===== src/rtl/core/lfs_pkg.sv =====
`default_nettype none
// ----------------------------------------------------------------------------
// LED flash sequencer package
// Shared widths, action, mode and pending-command codes, count saturation.
// ----------------------------------------------------------------------------
package lfs_pkg;

  localparam int CNT_BITS = 8;
  localparam int FIELD_BITS = 8;
  localparam int SAT_BITS = (CNT_BITS > FIELD_BITS) ? CNT_BITS : FIELD_BITS;

  typedef logic [CNT_BITS-1:0] cnt_t;

  localparam cnt_t CNT_MAX = {CNT_BITS{1'b1}};

  typedef enum logic [2:0] {
    ACT_TICK  = 3'd0,
    ACT_ON    = 3'd1,
    ACT_OFF   = 3'd2,
    ACT_FLASH = 3'd3,
    ACT_POLL  = 3'd4
  } action_t;

  typedef enum logic [1:0] {
    MODE_OFF  = 2'd0,
    MODE_ON   = 2'd1,
    MODE_FON  = 2'd2,
    MODE_FOFF = 2'd3
  } mode_t;

  typedef enum logic [1:0] {
    PEND_NONE  = 2'd0,
    PEND_ON    = 2'd1,
    PEND_OFF   = 2'd2,
    PEND_FLASH = 2'd3
  } pend_t;

  // Clamp an 8-bit field to the largest count value.
  function automatic cnt_t sat_count(input logic [FIELD_BITS-1:0] v);
    logic [SAT_BITS-1:0] wide;
    wide = SAT_BITS'(v);
    if (wide > SAT_BITS'(CNT_MAX)) begin
      return CNT_MAX;
    end
    return cnt_t'(wide);
  endfunction

endpackage
`default_nettype wire


===== src/rtl/core/led_flash_sequencer_top.sv =====
`default_nettype none
// ----------------------------------------------------------------------------
// LED flash sequencer top level
// Registered command/tick processor driving one LED level.
// ----------------------------------------------------------------------------
// One result transaction comes out for every input transaction, in order.
// An item is captured in an input register, processed against the sequencer
// state by combinational compare-and-count logic, and lands in a result
// register; one item is taken every cycle while the result side does not
// stall. On, off and flash commands are held as pending and take effect on
// the next tick; a poll returns and clears the sticky end flag. The
// end-event enable is written through the cfg port, which is always ready,
// and should only be changed while no transaction is in flight.
module led_flash_sequencer_top (
  input  wire logic               clk,
  input  wire logic               rst_n,
  input  wire logic               in_valid,
  output logic                    in_stall,
  input  wire logic [2:0]         in_action,
  input  wire logic [7:0]         in_flash_count,
  input  wire logic [7:0]         in_on_ticks,
  input  wire logic [7:0]         in_off_ticks,
  input  wire logic               in_final_off,
  output logic                    out_valid,
  input  wire logic               out_stall,
  output logic                    out_led_level,
  output logic                    out_end_event,
  output logic [1:0]              out_mode,
  input  wire logic               cfg_valid,
  output logic                    cfg_ready,
  input  wire logic               cfg_end_event_enable
);
  import lfs_pkg::*;

  // input stage
  logic       s1_valid_r;
  action_t    s1_action_r;
  logic [7:0] s1_count_r;
  logic [7:0] s1_on_r;
  logic [7:0] s1_off_r;
  logic       s1_final_r;

  // sequencer state
  logic  ev_en_r;
  mode_t mode_r, mode_nxt;
  pend_t pend_r, pend_nxt;
  cnt_t  total_r, total_nxt;
  cnt_t  on_len_r, on_len_nxt;
  cnt_t  off_len_r, off_len_nxt;
  logic  end_after_on_r, end_after_on_nxt;
  cnt_t  period_r, period_nxt;
  cnt_t  done_r, done_nxt;
  logic  end_flag_r, end_flag_nxt;
  logic  led_r, led_nxt;
  logic  ev_nxt;

  // result stage
  logic       out_valid_r;
  logic       out_led_r;
  logic       out_ev_r;
  mode_t      out_mode_r;

  logic out_take;
  logic s1_adv;
  logic s1_take;

  // working values after applying the pending command
  mode_t    mode_a;
  logic     led_a;
  cnt_t     period_a;
  cnt_t     done_a;
  cnt_t     done_inc;
  logic [CNT_BITS:0] done_p1;

  assign out_take  = !out_valid_r || !out_stall;
  assign s1_adv    = s1_valid_r && out_take;
  assign s1_take   = !s1_valid_r || out_take;
  assign in_stall  = !s1_take;
  assign cfg_ready = 1'b1;

  assign out_valid     = out_valid_r;
  assign out_led_level = out_led_r;
  assign out_end_event = out_ev_r;
  assign out_mode      = out_mode_r;

  always_comb begin
    mode_nxt         = mode_r;
    pend_nxt         = pend_r;
    total_nxt        = total_r;
    on_len_nxt       = on_len_r;
    off_len_nxt      = off_len_r;
    end_after_on_nxt = end_after_on_r;
    period_nxt       = period_r;
    done_nxt         = done_r;
    end_flag_nxt     = end_flag_r;
    led_nxt          = led_r;
    ev_nxt           = 1'b0;

    mode_a   = mode_r;
    led_a    = led_r;
    period_a = period_r;
    done_a   = done_r;
    unique case (pend_r)
      PEND_ON: begin
        mode_a = MODE_ON;
        led_a  = 1'b1;
      end
      PEND_OFF: begin
        mode_a = MODE_OFF;
        led_a  = 1'b0;
      end
      PEND_FLASH: begin
        mode_a   = MODE_FON;
        led_a    = 1'b1;
        period_a = '0;
        done_a   = '0;
      end
      default: begin
      end
    endcase
    done_p1  = {1'b0, done_a} + (CNT_BITS+1)'(1);
    done_inc = done_p1[CNT_BITS-1:0];

    if (s1_valid_r) begin
      unique case (s1_action_r)
        ACT_TICK: begin
          pend_nxt   = PEND_NONE;
          mode_nxt   = mode_a;
          led_nxt    = led_a;
          period_nxt = period_a;
          done_nxt   = done_a;
          if (mode_a == MODE_FON) begin
            if (period_a >= on_len_r) begin
              period_nxt = '0;
              if (end_after_on_r && total_r != '0 && done_p1 >= {1'b0, total_r}) begin
                mode_nxt = MODE_OFF;
                led_nxt  = 1'b0;
                if (ev_en_r) begin
                  end_flag_nxt = 1'b1;
                end
              end else begin
                mode_nxt = MODE_FOFF;
                led_nxt  = 1'b0;
              end
            end else begin
              period_nxt = period_a + cnt_t'(1);
            end
          end else if (mode_a == MODE_FOFF) begin
            if (period_a >= off_len_r) begin
              period_nxt = '0;
              done_nxt   = done_inc;
              if (total_r != '0 && done_inc >= total_r) begin
                mode_nxt = MODE_OFF;
                led_nxt  = 1'b0;
                if (ev_en_r) begin
                  end_flag_nxt = 1'b1;
                end
              end else begin
                mode_nxt = MODE_FON;
                led_nxt  = 1'b1;
              end
            end else begin
              period_nxt = period_a + cnt_t'(1);
            end
          end
        end
        ACT_ON: begin
          pend_nxt = PEND_ON;
        end
        ACT_OFF: begin
          pend_nxt = PEND_OFF;
        end
        ACT_FLASH: begin
          pend_nxt         = PEND_FLASH;
          total_nxt        = sat_count(s1_count_r);
          on_len_nxt       = sat_count(s1_on_r);
          off_len_nxt      = sat_count(s1_off_r);
          end_after_on_nxt = s1_final_r;
        end
        ACT_POLL: begin
          ev_nxt       = end_flag_r;
          end_flag_nxt = 1'b0;
        end
        default: begin
        end
      endcase
    end
  end

  always_ff @(posedge clk) begin
    if (!rst_n) begin
      s1_valid_r     <= 1'b0;
      out_valid_r    <= 1'b0;
      ev_en_r        <= 1'b0;
      mode_r         <= MODE_OFF;
      pend_r         <= PEND_NONE;
      total_r        <= '0;
      on_len_r       <= '0;
      off_len_r      <= '0;
      end_after_on_r <= 1'b0;
      period_r       <= '0;
      done_r         <= '0;
      end_flag_r     <= 1'b0;
      led_r          <= 1'b0;
    end else begin
      if (cfg_valid && cfg_ready) begin
        ev_en_r <= cfg_end_event_enable;
      end
      if (s1_take) begin
        s1_valid_r <= in_valid;
      end
      if (out_take) begin
        out_valid_r <= s1_valid_r;
      end
      // commit state only when the transaction moves to the result register
      if (s1_adv) begin
        mode_r         <= mode_nxt;
        pend_r         <= pend_nxt;
        total_r        <= total_nxt;
        on_len_r       <= on_len_nxt;
        off_len_r      <= off_len_nxt;
        end_after_on_r <= end_after_on_nxt;
        period_r       <= period_nxt;
        done_r         <= done_nxt;
        end_flag_r     <= end_flag_nxt;
        led_r          <= led_nxt;
      end
    end
  end

  always_ff @(posedge clk) begin
    if (s1_take && in_valid) begin
      s1_action_r <= action_t'(in_action);
      s1_count_r  <= in_flash_count;
      s1_on_r     <= in_on_ticks;
      s1_off_r    <= in_off_ticks;
      s1_final_r  <= in_final_off;
    end
    if (s1_adv) begin
      out_led_r  <= led_nxt;
      out_ev_r   <= ev_nxt;
      out_mode_r <= mode_nxt;
    end
  end

  // LED level follows the mode
  a_led_lit: assert property (@(posedge clk) disable iff (!rst_n)
    (mode_r == MODE_ON || mode_r == MODE_FON) |-> led_r)
    else $error("LED dark in a lit mode");

  a_led_dark: assert property (@(posedge clk) disable iff (!rst_n)
    (mode_r == MODE_OFF || mode_r == MODE_FOFF) |-> !led_r)
    else $error("LED lit in a dark mode");

  a_tick_clears_pend: assert property (@(posedge clk) disable iff (!rst_n)
    (s1_adv && s1_action_r == ACT_TICK) |=> (pend_r == PEND_NONE))
    else $error("pending command survived a tick");

  a_poll_clears_flag: assert property (@(posedge clk) disable iff (!rst_n)
    (s1_adv && s1_action_r == ACT_POLL) |=> !end_flag_r)
    else $error("end flag not cleared by poll");

  a_no_flag_disabled: assert property (@(posedge clk) disable iff (!rst_n)
    (!ev_en_r && !end_flag_r && !(cfg_valid && cfg_ready)) |=> !end_flag_r)
    else $error("end flag set while end event disabled");

endmodule
`default_nettype wire


===== config.mk =====
export PLATFORM = sky130hd
export DESIGN_NAME = led_flash_sequencer_top
export DESIGN_NICKNAME = d
export VERILOG_FILES = /design/src/rtl/core/lfs_pkg.sv /design/src/rtl/core/led_flash_sequencer_top.sv
export SDC_FILE = /design/constraint.sdc
export NUM_CORES = 1
export LEC_CHECK = 0
export BUFFER_PORTS_ARGS = -buffer_cell sky130_fd_sc_hd__buf_4
export CAP_MARGIN = 20
export CORE_UTILIZATION = 50
export DETAILED_ROUTE_END_ITERATION = 12
export PLACE_DENSITY = 0.69
export SYNTH_ARGS = -nofsm -noshare
export SYNTH_HDL_FRONTEND = slang
export SYNTH_SLANG_ARGS = --single-unit

===== constraint.sdc =====
create_clock -name clk -period 4.2 [get_ports clk]
set_input_delay 0.63 -clock clk [delete_from_list [all_inputs] [get_ports clk]]
set_output_delay 0.63 -clock clk [all_outputs]
set_load 0.01 [all_outputs]

==> flow_metrics.py <==
metrics = {
    "finish": {
        "finish.net_count": 506,
        "insertedDiodeCount": 0,
        "final_cells": 553,
        "drive_above_1_share_pct": 14.0,
        "post_synthesis_to_final_layout_area_growth_pct": 13.8,
    },
    "placement": {
        "hpwlAfterDp_um": 5580,
        "gp_congestion": 0.843,
        "placement.io_buffers": 39,
        "numPlacedInstances": 537,
        "detailedPlace.worstSlack_ps": 678,
    },
    "routing": {
        "antenna_left": 0,
        "detailedRoute.firstIterationViolations": 198,
        "dr.pass1.iters": 4,
        "vias": 3040,
        "wl_um": 7730,
        "post_drt_wl_per_cell_um": 14.0,
        "post-route-drc-count": 0,
        "viasPerCell": 5.50,
    },
    "global_route": {
        "gr-total-overflow": 0,
        "grt_pass1_wl_um": 13000,
        "grt_start_max_net_pins": 29,
        "groute.usage.overall_pct": 19.6,
        "first_global_vias": 2862,
        "antenna_found_initial": 0,
    },
    "timing": {
        "slew_headroom_pct": 40.1,
        "fin_crit_sh_pct": 85.7,
        "finalSetupViolCount": 0,
        "fin_setup_tns_ps": 0,
        "max_freq_ghz": 0.278,
        "slew_viol_final": 0,
        "clock_skew_ps": 9.98,
        "worst-slew-pin-transition_ps": 896,
        "hold_viol": 0,
        "timing.final.ws_setup_ps": 599,
        "rsz0062_at_grt": "no",
        "fin_crit_ps": 3600,
    },
    "die": {
        "coreArea_um2": 7770,
        "floorplan.die.height_um": 91.8,
        "io_pins": 41,
        "std_cell_rows": 32,
        "die_area_um2": 8430,
        "initial_utilization_pct": 51.9,
        "chip_width_um": 91.8,
    },
    "power": {
        "worst_ir_drop_vdd_uv": 173,
        "combPwrFrac_pct": 6.9,
        "power.share.switching_pct": 22.9,
        "power_density_nw_per_um2": 332,
        "internal_power_uw": 1180,
        "static-leakage-power_uw": 0.00174,
        "clock_network_fraction_of_total_power_pct": 36.3,
        "p_switching_uw": 349,
        "p_seq_share_pct": 56.7,
    },
    "yosys": {
        "synth_area_leader_cell": "sky130_fd_sc_hd__dfxtp_1",
        "post_synth_inst_count": 412,
        "synth_cell_types": 54,
        "ys_ff_latch": 82,
        "synth_sequential_area_ratio_pct": 48.6,
        "synth-main-ff-cell": "sky130_fd_sc_hd__dfxtp_1",
        "number_of_flops_mapped_to_enable_cells_by_yosys": 32,
        "synth.net_count": 472,
        "synth_area_leaders": "sky130_fd_sc_hd__dfxtp_1 25%, sky130_fd_sc_hd__edfxtp_1 24%, sky130_fd_sc_hd__ha_1 8.1%",
        "avg_cell_area_syn_um2": 9.79,
        "yosys.area.top_type_share_pct": 24.8,
        "synth-async-reset-ratio_pct": 0,
        "synthTopCellsByCount": "50 x sky130_fd_sc_hd__dfxtp_1, 50 x sky130_fd_sc_hd__nor2_1, 34 x sky130_fd_sc_hd__nand2_1",
        "ys.warnings.count": 0,
        "netlist_area_um2": 4040,
    },
    "job": {
        "maxCapViolCount": 0,
    },
    "clock_tree": {
        "post_cts_buffers": 0,
        "cts.htree.levels": 3,
        "ctsLongestPathBuffers": 2,
        "skew_pair_late_insertion_delay_ps": 350,
        "clkTransAtPathRegs_ps": 80,
        "tritoncts_buffers": 9,
        "tritoncts": "built",
        "cts_num_sinks": 82,
        "cts-hold-fix-buffers": 0,
        "clk_root_buffer_cell": "sky130_fd_sc_hd__clkbuf_8",
        "post_cts_resized": 0,
    },
    "critical_path": {
        "worst_ep_required_time_ps": 4290,
        "timing.critical_path.cells": "nand2_1 > and2_1 > ha_1 > xnor2_1 > ha_1 > o21a_1 > nor2_1 > o41ai_1 > o211ai_1 > a221oi_1 > o21ai_0",
        "critPathKind": "flop to flop",
        "worst_setup_path_end_kind": "flop",
        "cpMostUsedCell": "sky130_fd_sc_hd__ha_1",
        "start_kind": "flop",
        "cpMaxStageDelayCell": "sky130_fd_sc_hd__o41ai_1",
        "critical_path.max_stage_delay_ps": 610,
        "crit_path_max_fanout": 22,
        "cp.arrival_ps": 3690,
    },
    "outcome": {
        "status": "finished, final reports clean",
    },
    "hold_path": {
        "hp-class": "input pin to flop",
    },
}
==> registers in the layout (all words and copies together), names as in the netlist, 3 cells and up <==
register / count
s1_count_r: 8
s1_off_r: 8
done_r: 8
s1_on_r: 8
total_r: 8
s1_action_r: 3
off_len_r: 8
period_r: 8
on_len_r: 8
==> final cells by class <==
class / instances / area (um^2)
Fill cell: 684 / 3180
Sequential cell: 82 / 1960
Multi-Input combinational cell: 283 / 1880
Timing Repair Buffer: 43 / 323
Clock buffer: 10 / 128
Tap cell: 102 / 128
Inverter: 27 / 101
Clock inverter: 6 / 67.6
==> layout by cell type, fill, tap and decap left out, drive strengths merged, types with 17 or more instances in the layout <==
cell and n:
nor2 51, dfxtp 50, buf 43, nand2 34, edfxtp 32, mux2i 28
inv 27, ha 26, a21oi 23, o21ai 17
==> critical path, delay by kind of cell (launching register included) <==
| kind | cells | cell delay [ps] |
|---|---|---|
| AO/OA/AOI/OAI | 5 | 1430 |
| AND/OR/NAND/NOR | 3 | 840 |
| adder cells (fa/ha/maj) | 2 | 510 |
| flip-flops | 1 | 420 |
| XOR/XNOR | 1 | 140 |
==> metrics by stage <==
step / area (um^2) / hold WS [ps] / utilization, % / power (uW)
after floorplan: 4040 / 452 / - / 945
after global placement: 4400 / 463 / 56.6 / 989
after detailed placement: 4400 / 471 / 56.6 / 991
after CTS: 4590 / 435 / 59.1 / 1550
after global routing: 4590 / 432 / 59.1 / 1590
final: 4590 / 450 / 59.1 / 1530
==> power groups by stage <==
stage,clock [uW],combinational (uW),sequential (uW)
detailed placement,0,107,884
global route,605,118,869
finish,555,106,866
floorplan,0,63.5,881
CTS,574,107,866
global placement,0,105,884
==> layer usage <==
layer | track usage [%] | up-vias | wire length (um)
met5 | 0 | - | 0
met4 | 10.3 | 0 | 211
met3 | 3.98 | 21 | 399
met2 | 30.7 | 85 | 3470
met1 | 25.6 | 1399 | 3650
li1 | - | 1535 | -
==> cells by family (layout without fill, tap and decap cells) <==
group,after synthesis,count (layout),synth area share [%]
buffers and inverters,47,86,4.78
AND/OR/NAND/NOR,145,145,17.5
flip-flops,82,82,48.6
XOR/XNOR,7,7,1.52
multiplexers,28,28,6.95
other,1,1,0.0929
adder cells (fa/ha/maj),26,26,8.06
AO/OA/AOI/OAI,76,76,12.5
==> final timing paths <==
check                 startpoint          end  slack (ps)  cells after the start
hold / removal    in_on_ticks[2]   s1_on_r[2]         450                      1
setup reg to reg       pend_r[0]  out_mode[1]         600                     11
setup / recovery       pend_r[0]  out_mode[1]         600                     11
hold reg to reg    s1_count_r[6]   total_r[6]         490                      2
(Power assumes the default switching activity.)
